==> config.mk <==
export PLATFORM = sky130hd
export DESIGN_NAME = dda_line_pixel_stepper
export DESIGN_NICKNAME = d
export VERILOG_FILES = /design/src/rtl/dda_pkg.sv /design/src/rtl/dda_ctrl.sv /design/src/rtl/dda_datapath.sv /design/src/rtl/dda_line_pixel_stepper.sv
export SDC_FILE = /design/constraint.sdc
export NUM_CORES = 1
export LEC_CHECK = 0
export ABC_AREA = 1
export BUFFER_PORTS_ARGS = -buffer_cell sky130_fd_sc_hd__buf_4
export CAP_MARGIN = 10
export CORE_AREA = 4 4 214 216
export CTS_CLUSTER_DIAMETER = 100
export DETAILED_ROUTE_END_ITERATION = 7
export DIE_AREA = 0 0 218 220
export GPL_TIMING_DRIVEN = 0
export PLACE_DENSITY = 0.75
export SLEW_MARGIN = 25
export SYNTH_ARGS = -nofsm -noshare
export SYNTH_HDL_FRONTEND = slang
export SYNTH_SLANG_ARGS = --single-unit
==> constraint.sdc <==
create_clock -name clk -period 5 [get_ports clk]
set_input_delay 0 -clock clk [delete_from_list [all_inputs] [get_ports clk]]
set_output_delay 0 -clock clk [all_outputs]
set_load 0.01 [all_outputs]
==> src/rtl/dda_pkg.sv <==
// ----------------------------------------------------------------------------
// dda_pkg
// Shared constants, codes and control types of the DDA line pixel stepper.
// ----------------------------------------------------------------------------
package dda_pkg;

    localparam int COORD_BITS    = 10;
    localparam int FRAC_BITS     = 16;
    localparam int ACC_BITS      = COORD_BITS + FRAC_BITS;
    localparam int SCALE_BITS    = 5;
    localparam int COLOR_BITS    = 24;
    localparam int PIX_BITS      = 14;
    localparam int CFG_IDX_BITS  = 1;
    localparam int DIV_CNT_BITS  = $clog2(FRAC_BITS);
    localparam int IN_DATA_BITS  = ((4 * COORD_BITS + 7) / 8) * 8;
    localparam int OUT_DATA_BITS = ((2 * PIX_BITS + COLOR_BITS + 7) / 8) * 8;

    localparam logic [SCALE_BITS-1:0] CELL_SCALE_RESET = 5'd1;
    localparam logic [COLOR_BITS-1:0] LINE_COLOR_RESET = 24'hFF0000;
    localparam logic [PIX_BITS-1:0]   PIXEL_MAX        = {PIX_BITS{1'b1}};

    localparam logic OP_LOAD = 1'b0;
    localparam logic OP_STEP = 1'b1;

    localparam logic [CFG_IDX_BITS-1:0] REG_CELL_SCALE = 1'b0;
    localparam logic [CFG_IDX_BITS-1:0] REG_LINE_COLOR = 1'b1;

    typedef struct packed {
        logic load;
        logic step;
        logic div;
        logic div_last;
    } dda_cmd_t;

    typedef struct packed {
        logic steps_zero;
    } dda_sts_t;

endpackage

==> src/rtl/dda_ctrl.sv <==
// ----------------------------------------------------------------------------
// dda_ctrl
// Controller: input handshake, division sequencing, line state, output valid.
// ----------------------------------------------------------------------------
module dda_ctrl
(
    input  logic              clk,
    input  logic              rst_n,
    input  logic              s_tvalid,
    output logic              s_tready,
    input  logic              s_tuser,
    output logic              m_tvalid,
    input  logic              m_tready,
    output dda_pkg::dda_cmd_t cmd,
    input  dda_pkg::dda_sts_t sts
);
    import dda_pkg::*;

    typedef enum logic [1:0]
    {
        ST_IDLE = 2'b01,
        ST_DIV  = 2'b10
    } dda_state_t;

    dda_state_t              state_reg;
    dda_state_t              state_next;
    logic [DIV_CNT_BITS-1:0] cnt_reg;
    logic [DIV_CNT_BITS-1:0] cnt_next;
    logic                    active_reg;
    logic                    active_next;
    logic                    out_valid_reg;
    logic                    out_valid_next;
    logic                    in_fire;
    logic                    div_last;

    assign s_tready = (state_reg == ST_IDLE) && (!out_valid_reg || m_tready);
    assign in_fire  = s_tvalid && s_tready;
    assign div_last = (state_reg == ST_DIV) && (cnt_reg == DIV_CNT_BITS'(FRAC_BITS - 1));

    assign cmd.load     = in_fire && (s_tuser == OP_LOAD);
    assign cmd.step     = in_fire && (s_tuser == OP_STEP) && active_reg;
    assign cmd.div      = (state_reg == ST_DIV);
    assign cmd.div_last = div_last;

    assign m_tvalid = out_valid_reg;

    always_comb
    begin
        state_next = state_reg;
        cnt_next   = cnt_reg;
        case (state_reg)
            ST_IDLE:
            begin
                if (cmd.load)
                begin
                    state_next = ST_DIV;
                    cnt_next   = '0;
                end
            end
            ST_DIV:
            begin
                cnt_next = cnt_reg + 1'b1;
                if (div_last)
                begin
                    state_next = ST_IDLE;
                end
            end
            default:
            begin
                state_next = ST_IDLE;
                cnt_next   = '0;
            end
        endcase
    end

    always_comb
    begin
        active_next = active_reg;
        if (cmd.load)
        begin
            active_next = 1'b1;
        end
        else if (cmd.step && sts.steps_zero)
        begin
            active_next = 1'b0;
        end
    end

    always_comb
    begin
        out_valid_next = out_valid_reg;
        if (cmd.step)
        begin
            out_valid_next = 1'b1;
        end
        else if (m_tready)
        begin
            out_valid_next = 1'b0;
        end
    end

    always_ff @(posedge clk or negedge rst_n)
    begin
        if (!rst_n)
        begin
            state_reg     <= ST_IDLE;
            cnt_reg       <= '0;
            active_reg    <= 1'b0;
            out_valid_reg <= 1'b0;
        end
        else
        begin
            state_reg     <= state_next;
            cnt_reg       <= cnt_next;
            active_reg    <= active_next;
            out_valid_reg <= out_valid_next;
        end
    end

endmodule

==> src/rtl/dda_datapath.sv <==
// ----------------------------------------------------------------------------
// dda_datapath
// Datapath: configuration registers, delta setup, shift-subtract divider,
// fixed-point accumulators and the scaled pixel output register.
// ----------------------------------------------------------------------------
module dda_datapath
(
    input  logic                                clk,
    input  logic                                rst_n,
    input  dda_pkg::dda_cmd_t                   cmd,
    output dda_pkg::dda_sts_t                   sts,
    input  logic [dda_pkg::IN_DATA_BITS-1:0]    in_data,
    input  logic                                cfg_valid,
    input  logic [dda_pkg::CFG_IDX_BITS-1:0]    cfg_index,
    input  logic [dda_pkg::COLOR_BITS-1:0]      cfg_data,
    output logic [dda_pkg::OUT_DATA_BITS-1:0]   out_data,
    output logic                                out_last
);
    import dda_pkg::*;

    localparam int PROD_BITS   = ACC_BITS + SCALE_BITS;
    localparam int SCALED_BITS = PROD_BITS - FRAC_BITS;

    logic [COORD_BITS-1:0] start_x;
    logic [COORD_BITS-1:0] start_y;
    logic [COORD_BITS-1:0] end_x;
    logic [COORD_BITS-1:0] end_y;
    logic                  neg_x;
    logic                  neg_y;
    logic [COORD_BITS-1:0] mag_x;
    logic [COORD_BITS-1:0] mag_y;
    logic                  x_major;
    logic [COORD_BITS-1:0] steps;
    logic [COORD_BITS-1:0] minor;

    logic [SCALE_BITS-1:0] cell_scale_reg;
    logic [COLOR_BITS-1:0] line_color_reg;

    logic [ACC_BITS-1:0]   accum_x_reg;
    logic [ACC_BITS-1:0]   accum_y_reg;
    logic [FRAC_BITS:0]    step_x_mag_reg;
    logic [FRAC_BITS:0]    step_y_mag_reg;
    logic                  neg_x_reg;
    logic                  neg_y_reg;
    logic [COORD_BITS-1:0] steps_left_reg;
    logic [COORD_BITS-1:0] steps_reg;
    logic [COORD_BITS:0]   rem_reg;
    logic [FRAC_BITS-1:0]  quot_reg;
    logic                  eq_reg;
    logic                  zero_reg;
    logic                  x_major_reg;

    logic [COORD_BITS:0]   rem_sh;
    logic                  rem_ge;
    logic [FRAC_BITS-1:0]  quot_next;
    logic [FRAC_BITS:0]    unit_mag;
    logic [FRAC_BITS:0]    minor_mag;

    logic [PROD_BITS-1:0]  prod_x;
    logic [PROD_BITS-1:0]  prod_y;
    logic [PIX_BITS-1:0]   pix_x;
    logic [PIX_BITS-1:0]   pix_y;

    logic [PIX_BITS-1:0]   out_x_reg;
    logic [PIX_BITS-1:0]   out_y_reg;
    logic [COLOR_BITS-1:0] out_color_reg;
    logic                  out_last_reg;

    function automatic logic [PIX_BITS-1:0] clamp_pixel(input logic [SCALED_BITS-1:0] v);
        logic [PIX_BITS-1:0] res;
        if (32'(v) > 32'(PIXEL_MAX))
        begin
            res = PIXEL_MAX;
        end
        else
        begin
            res = PIX_BITS'(v);
        end
        return res;
    endfunction

    assign start_x = in_data[0 * COORD_BITS +: COORD_BITS];
    assign start_y = in_data[1 * COORD_BITS +: COORD_BITS];
    assign end_x   = in_data[2 * COORD_BITS +: COORD_BITS];
    assign end_y   = in_data[3 * COORD_BITS +: COORD_BITS];

    assign neg_x   = end_x < start_x;
    assign neg_y   = end_y < start_y;
    assign mag_x   = neg_x ? (start_x - end_x) : (end_x - start_x);
    assign mag_y   = neg_y ? (start_y - end_y) : (end_y - start_y);
    assign x_major = mag_x >= mag_y;
    assign steps   = x_major ? mag_x : mag_y;
    assign minor   = x_major ? mag_y : mag_x;

    assign rem_sh    = {rem_reg[COORD_BITS-1:0], 1'b0};
    assign rem_ge    = rem_sh >= {1'b0, steps_reg};
    assign quot_next = {quot_reg[FRAC_BITS-2:0], rem_ge};
    assign unit_mag  = {1'b1, {FRAC_BITS{1'b0}}};
    assign minor_mag = eq_reg ? unit_mag : {1'b0, quot_next};

    assign prod_x = PROD_BITS'(accum_x_reg) * PROD_BITS'(cell_scale_reg);
    assign prod_y = PROD_BITS'(accum_y_reg) * PROD_BITS'(cell_scale_reg);
    assign pix_x  = clamp_pixel(prod_x[PROD_BITS-1:FRAC_BITS]);
    assign pix_y  = clamp_pixel(prod_y[PROD_BITS-1:FRAC_BITS]);

    assign sts.steps_zero = (steps_left_reg == '0);

    assign out_data = OUT_DATA_BITS'({out_color_reg, out_y_reg, out_x_reg});
    assign out_last = out_last_reg;

    always_ff @(posedge clk or negedge rst_n)
    begin
        if (!rst_n)
        begin
            cell_scale_reg <= CELL_SCALE_RESET;
            line_color_reg <= LINE_COLOR_RESET;
        end
        else if (cfg_valid)
        begin
            case (cfg_index)
                REG_CELL_SCALE: cell_scale_reg <= cfg_data[SCALE_BITS-1:0];
                REG_LINE_COLOR: line_color_reg <= cfg_data;
                default:        line_color_reg <= line_color_reg;
            endcase
        end
    end

    always_ff @(posedge clk)
    begin
        if (cmd.load)
        begin
            accum_x_reg    <= {start_x, {FRAC_BITS{1'b0}}};
            accum_y_reg    <= {start_y, {FRAC_BITS{1'b0}}};
            neg_x_reg      <= neg_x;
            neg_y_reg      <= neg_y;
            steps_left_reg <= steps;
            steps_reg      <= steps;
            rem_reg        <= {1'b0, minor};
            quot_reg       <= '0;
            eq_reg         <= (minor == steps);
            zero_reg       <= (steps == '0);
            x_major_reg    <= x_major;
        end
        else if (cmd.step)
        begin
            out_x_reg     <= pix_x;
            out_y_reg     <= pix_y;
            out_color_reg <= line_color_reg;
            out_last_reg  <= sts.steps_zero;
            if (!sts.steps_zero)
            begin
                steps_left_reg <= steps_left_reg - 1'b1;
                accum_x_reg    <= neg_x_reg ? (accum_x_reg - ACC_BITS'(step_x_mag_reg))
                                            : (accum_x_reg + ACC_BITS'(step_x_mag_reg));
                accum_y_reg    <= neg_y_reg ? (accum_y_reg - ACC_BITS'(step_y_mag_reg))
                                            : (accum_y_reg + ACC_BITS'(step_y_mag_reg));
            end
        end

        if (cmd.div)
        begin
            rem_reg  <= rem_ge ? (rem_sh - {1'b0, steps_reg}) : rem_sh;
            quot_reg <= quot_next;
        end

        if (cmd.div_last)
        begin
            if (zero_reg)
            begin
                step_x_mag_reg <= '0;
                step_y_mag_reg <= '0;
            end
            else if (x_major_reg)
            begin
                step_x_mag_reg <= unit_mag;
                step_y_mag_reg <= minor_mag;
            end
            else
            begin
                step_x_mag_reg <= minor_mag;
                step_y_mag_reg <= unit_mag;
            end
        end
    end

endmodule

==> src/rtl/dda_line_pixel_stepper.sv <==
// ----------------------------------------------------------------------------
// dda_line_pixel_stepper
// DDA line rasterizer: loads a line, then gives one scaled pixel per step.
// ----------------------------------------------------------------------------
// Channel  Direction  Handshake           Payload
// s_*      in         s_tvalid/s_tready   tuser operation, tdata line end points
// m_*      out        m_tvalid/m_tready   tdata pixel x, y, color; tlast last pixel
// cfg_*    in         cfg_valid/cfg_ready cfg_index register, cfg_data value
//
// Step transaction: its pixel is registered at the accepting edge and
// offered on m_* from the next cycle.
// Load transaction: the shift-subtract divider then forms the minor-axis
// increment one quotient bit per cycle, with s_tready low until it is done.
// Reset: asynchronous, active low; cell_scale = 1, line_color = 0xFF0000, idle.
// Stalls: s_tready holds low while the divider runs or a held pixel is not taken.
// ----------------------------------------------------------------------------
module dda_line_pixel_stepper
(
    input  logic                                clk,
    input  logic                                rst_n,
    input  logic                                s_tvalid,
    output logic                                s_tready,
    input  logic [dda_pkg::IN_DATA_BITS-1:0]    s_tdata,   // start_x, start_y, end_x, end_y
    input  logic                                s_tuser,   // operation
    output logic                                m_tvalid,
    input  logic                                m_tready,
    output logic [dda_pkg::OUT_DATA_BITS-1:0]   m_tdata,   // pixel_x, pixel_y, pixel_color
    output logic                                m_tlast,
    input  logic                                cfg_valid,
    output logic                                cfg_ready,
    input  logic [dda_pkg::CFG_IDX_BITS-1:0]    cfg_index,
    input  logic [dda_pkg::COLOR_BITS-1:0]      cfg_data
);
    import dda_pkg::*;

    dda_cmd_t cmd;
    dda_sts_t sts;

    assign cfg_ready = 1'b1;

    dda_ctrl u_ctrl
    (
        .clk      (clk),
        .rst_n    (rst_n),
        .s_tvalid (s_tvalid),
        .s_tready (s_tready),
        .s_tuser  (s_tuser),
        .m_tvalid (m_tvalid),
        .m_tready (m_tready),
        .cmd      (cmd),
        .sts      (sts)
    );

    dda_datapath u_datapath
    (
        .clk       (clk),
        .rst_n     (rst_n),
        .cmd       (cmd),
        .sts       (sts),
        .in_data   (s_tdata),
        .cfg_valid (cfg_valid && cfg_ready),
        .cfg_index (cfg_index),
        .cfg_data  (cfg_data),
        .out_data  (m_tdata),
        .out_last  (m_tlast)
    );

endmodule

======== Yosys cells after proc, flatten, opt, wreduce, memory -nomap -nowiden ========
Cells that the tools add are included.
word-level totals
  memory bits (writable) .................. 0
  memory bits (read-only) ................. 0
  register bits ........................... 226
  bits in latches ......................... 0
  logic and storage cells ................. 113
  memories ................................ 0
operators by class
  bitwise logic cells ..................... 5
  divide/modulo/power cells ............... 0
  mux-type cells .......................... 32
  multipliers ............................. 2
  reductions and logical operators ........ 23
  $add $sub $neg .......................... 11
  magnitude comparators ................... 6
  eq/ne operators ......................... 7
  shift operators ......................... 0
operator list
  kind                   number
  $mux 26                8
  $mux 10                10
  $mul 26x5->31          2
  $add 26x17->26         2
  $sub 26x17->26         2
  $mux 17                3
  $sub 10x10->10         5
  $gt 15x14->1 const B   2
  $mux 15                2
  $logic_not 10->1       2
  $lt 10x10->1           2
  $reduce_and 2->1       6
  $ge 11x10->1           1
  $eq 10x10->1           1
  $ge 10x10->1           1
  $sub 10x1->10 const B  1
  $pmux 4 s2             1
  $reduce_bool 2->1      4
  $logic_and 1x1->1      7
  $not 1->1              5
  $add 4x1->4 const B    1
  $eq 4x4->1 const B     1
  $mux 1                 4
  $mux 2                 2
  other kinds (9)        11

======== Logic depth before layout (Yosys ltp) ========
  depth in word-level cells ............... 9
  mapped depth ............................ 27
  depth with buffers taken out ............ 26

======== Cells and area by module ========
A second synthesis with hierarchy kept.
unflattened totals
  cell total of the unflattened synthesis .. 3,389
  area total of the unflattened synthesis .. 24,164.4 um2
modules (own cells, without submodules)
  module                  sequential area each (um2)  cells an instance  instances  area an instance (um2)
  dda_datapath            6,092.1                     3,335              1          23,706.5
  dda_ctrl                201.4                       52                 1          446.7
  dda_line_pixel_stepper  0.0                         2                  1          11.3

======== Worst setup path after synthesis ========
Ideal clock, no wire load.
  path kind ............................... flip-flop to flip-flop
  start point ............................. register u_datapath.cell_scale_reg[3]
  end point ............................... register u_datapath.out_x_reg[4] (data pin)
  path slack .............................. 0.835 ns
  setup time .............................. 0.255 ns
  arrival time ............................ 3.910 ns
  required time ........................... 4.745 ns
  cell stages (with the launch flop) ...... 20
  buffers on the path ..................... 3
  path through ............................ dfrtp_1 -> clkbuf_1 -> clkbuf_1 -> nand2_1 -> inv_1 -> fa_1 -> fa_1 -> inv_1 -> fa_1 -> inv_1 -> ha_1 -> a21oi_1 -> o21ai_0 -> a21oi_1 -> nor2_1 -> nor2_1 -> nand3b_1 -> nand2_2 -> buf_4 -> nand2_1
on the way
  word-level cells in the longest chain between the ends .. 2
ends and longest elaborated chain
  item                    line                 text
  from (decl)             dda_datapath.sv:36   logic [SCALE_BITS-1:0] cell_scale_reg;
  from (signal assigned)  dda_datapath.sv:121  REG_CELL_SCALE: cell_scale_reg <= cfg_data[SCALE_BITS-1:0];
  $mul 26x5->31 (*)       dda_datapath.sv:101  assign prod_x = PROD_BITS'(accum_x_reg) * PROD_BITS'(cell_scale_reg);
  $gt 15x14->1            dda_datapath.sv:71   if (32'(v) > 32'(PIXEL_MAX))
  to (signal assigned)    dda_datapath.sv:146  out_x_reg <= pix_x;
  to (decl)               dda_datapath.sv:64   logic [PIX_BITS-1:0] out_x_reg;
Every way passes the cells marked *; elsewhere a longest branch is shown, timed or not.
A chain may end at the register's enable or synchronous reset.

======== Worst setup path after layout ========
  start point ............................. register u_datapath.cell_scale_reg[3]
  end point ............................... register u_datapath.out_y_reg[9] (data pin)
on the way
  word-level cells in the longest chain between the ends .. 2
ends and longest elaborated chain
  item                  line                 text
  $mul 26x5->31 (*)     dda_datapath.sv:102  assign prod_y = PROD_BITS'(accum_y_reg) * PROD_BITS'(cell_scale_reg);
  $gt 15x14->1          dda_datapath.sv:71
  to (signal assigned)  dda_datapath.sv:147  out_y_reg <= pix_y;
  to (decl)             dda_datapath.sv:65   logic [PIX_BITS-1:0] out_y_reg;
Marks and branches as above.

==> impl_metrics.json <==
{
  "synth_area_um2": 23970,
  "drt_drc_violations_left": 0,
  "yosysSeqAreaShare": 0.2626,
  "path_class": "flop to flop",
  "final_cell_mix": "nand2_1 (931), inv_1 (660), nor2_1 (235), ha_1 (186), a21oi_1 (172)",
  "dp.cells": 4035,
  "clock_latency_ns": 0.57,
  "hold_path.class": "input pin to async pin",
  "worst_pin_slew_ns": 0.8239,
  "maxCapViolations": 0,
  "drt-wirelength-per-cell_um": 15.15,
  "io_pins": 131,
  "relSlewSlack": 0.4508,
  "syn_to_final_growth_pct": 13.35,
  "final_common_cell": "nand2_1",
  "wirelength_um": 62610,
  "clock_path_buffers": 3,
  "via_per_inst": 5.185,
  "p_total_mw": 11.08,
  "antenna_found_initial": 1,
  "ys_seq_elements": 226,
  "arrival_ns": 5.08,
  "cts_root_buffer": "clkbuf_16",
  "drv_slew": 0,
  "max_freq_mhz": 210.0,
  "outcome": "finished clean",
  "worstRegToRegCells": 18,
  "start_util": 0.5456,
  "r2r-start": "u_datapath.cell_scale_reg[3]",
  "synthFlopType": "edfxtp_1",
  "r2r_slack_ns": 0.24,
  "ir_drop_mv": 0.2573,
  "synth.distinct_cells": 57,
  "crit_start": "u_datapath.cell_scale_reg[3]",
  "worst_r2r_endpoint": "u_datapath.out_y_reg[9]",
  "min_period_over_period": 0.9522,
  "cts_tree": "done",
  "critPathMaxFanout": 10,
  "place_hpwl_um": 50540,
  "cts_buffers": 27,
  "dieArea_um2": 47960,
  "track_usage": 0.2595,
  "fin_tns_setup_ns": 0,
  "finClkSkew_ns": 0.02896,
  "cts_max_level": 1,
  "synthArstFlopShare": 0.1637,
  "cts.sinks": 226,
  "fin_cells": 4134,
  "die_h_um": 220,
  "dr.pass1.iters": 6,
  "hold_viol_final": 0,
  "syn_area_per_cell_um2": 7.235,
  "p_per_area_nw_per_um2": 407.7,
  "drive_above_1_share": 0.08246,
  "clk_pin_slew_ns": 0.06,
  "port_buffers": 125,
  "synth_edf_count": 157,
  "grt-ovfl-total": 0,
  "vias": 21430,
  "crit_path_end_kind": "flop",
  "final_nets": 3928,
  "drtIter0Drc": 1603,
  "place_congestion": 0.9581,
  "required_ns": 5.32,
  "rsz0062_at_grt": "yes",
  "chipWidth_um": 218,
  "cp-endpoint": "u_datapath.out_y_reg[9]",
  "grt_max_degree": 53,
  "syn_inst": 3313,
  "grt_pass1_wl_um": 101800,
  "finalSetupViolCount": 0,
  "startpoint_type": "flop",
  "num_rows": 77,
  "whs_ns": 0.07733,
  "ant_nets": 0,
  "min_period_ns": 4.761,
  "cts_setup_buffers": 0,
  "core_area_um2": 43930,
  "p_leak_nw": 14.65,
  "ys_warn_count": 0,
  "grt_pass1_vias": 20770
}
==> cell families after synthesis <==
kind of cell,Yosys count,synth area share
AO/OA/AOI/OAI,438,0.1020
other,2,0.0003133
AND/OR/NAND/NOR,1457,0.2514
adder cells (fa/ha/maj),335,0.2215
flip-flops,226,0.2626
buffers and inverters,746,0.1203
XOR/XNOR,90,0.03289
multiplexers,19,0.008927
==> worst min-delay path by stage <==
stage	from	endpoint	slack, ns	cells past startpoint
finish	rst_n	u_datapath.line_color_reg[19]	0.08	2
detailed placement	rst_n	u_datapath.line_color_reg[15]	0.009	1
floorplan	rst_n	u_ctrl.active_reg	-0.30	0
global placement	rst_n	u_datapath.line_color_reg[14]	0.007	1
global route	rst_n	u_datapath.cell_scale_reg[0]	0.09	2
CTS	rst_n	u_datapath.cell_scale_reg[0]	0.05	2
==> critical path: stages, from the launching register on <==
cell and delay, ns:
dfrtp_1 0.53, clkbuf_1 0.67, nand2_1 0.10, inv_1 0.11, fa_1 0.44, fa_1 0.49, inv_1 0.05, fa_1 0.48
inv_1 0.04, ha_1 0.33, a21oi_1 0.24, o21ai_0 0.14, a21oi_1 0.23, nor2_1 0.08, nor2_1 0.14, nand3b_1 0.10
nand2_2 0.13, buf_6 0.15, nand2_1 0.06
==> power breakdown <==
part,switching [mW],internal (mW),total (mW)
clock network,0.801,1.18,1.99
logic,3.94,2.25,6.19
registers,0.426,2.48,2.90
total,5.17,5.91,11.1
==> synthesized netlist by cell type, types with 19 or more instances <==
cell	number	area (um2)
ha_1	186	2327
nand3_1	126	630.6
xnor2_1	33	289.0
nor3_1	67	335.3
fa_1	149	2983
nand4_1	37	231.5
dfrtp_1	27	675.7
clkbuf_1	46	172.7
a21oi_1	172	860.8
o21ai_0	159	795.8
edfxtp_1	157	4715
dfxtp_1	32	640.6
xor2_1	57	499.2
mux2_2	19	214.0
o211ai_1	20	150.1
nor2_1	236	885.9
inv_1	662	2485
nand2_1	932	3498
==> routing by layer <==
layer | global-route usage | part of all wire | routed length, um | up-vias
met5 | 0 | 0 | 0 | -
met4 | 0.09606 | 0.037 | 2346 | 0
met3 | 0.03392 | 0.058 | 3606 | 119
met2 | 0.4450 | 0.47 | 29720 | 570
met1 | 0.3374 | 0.43 | 26940 | 9890
li1 | - | - | - | 10850
==> repair_timing <==
item,in CTS,in global routing
hold endpoints to repair,90,0
resized for setup,7,16
hold buffers,53,0
setup endpoints to repair,14,28
==> cell type report <==
class                   instances  area [um2]
repair buffers                180        1534
well taps                     592       740.7
diodes                          1       2.502
fillers                      4030       16760
plain buffers                  71       371.6
multi-input cells            2344       14810
clock buffers                  33       728.2
flip-flops and latches        226        6296
clock inverters                15       158.9
inverters                     672        2525
==> through the flow <==
step                setup WS [ns]    util  instance area, um2
finish                     0.2388  0.6184               27170
global route           -0.0007772  0.6184               27170
CTS                       0.01589  0.6182               27160
detailed placement        -0.2358  0.5855               25720
global placement          -0.1664  0.5840               25660
floorplan                  0.8349       -               23980
(Power assumes the default switching activity.)
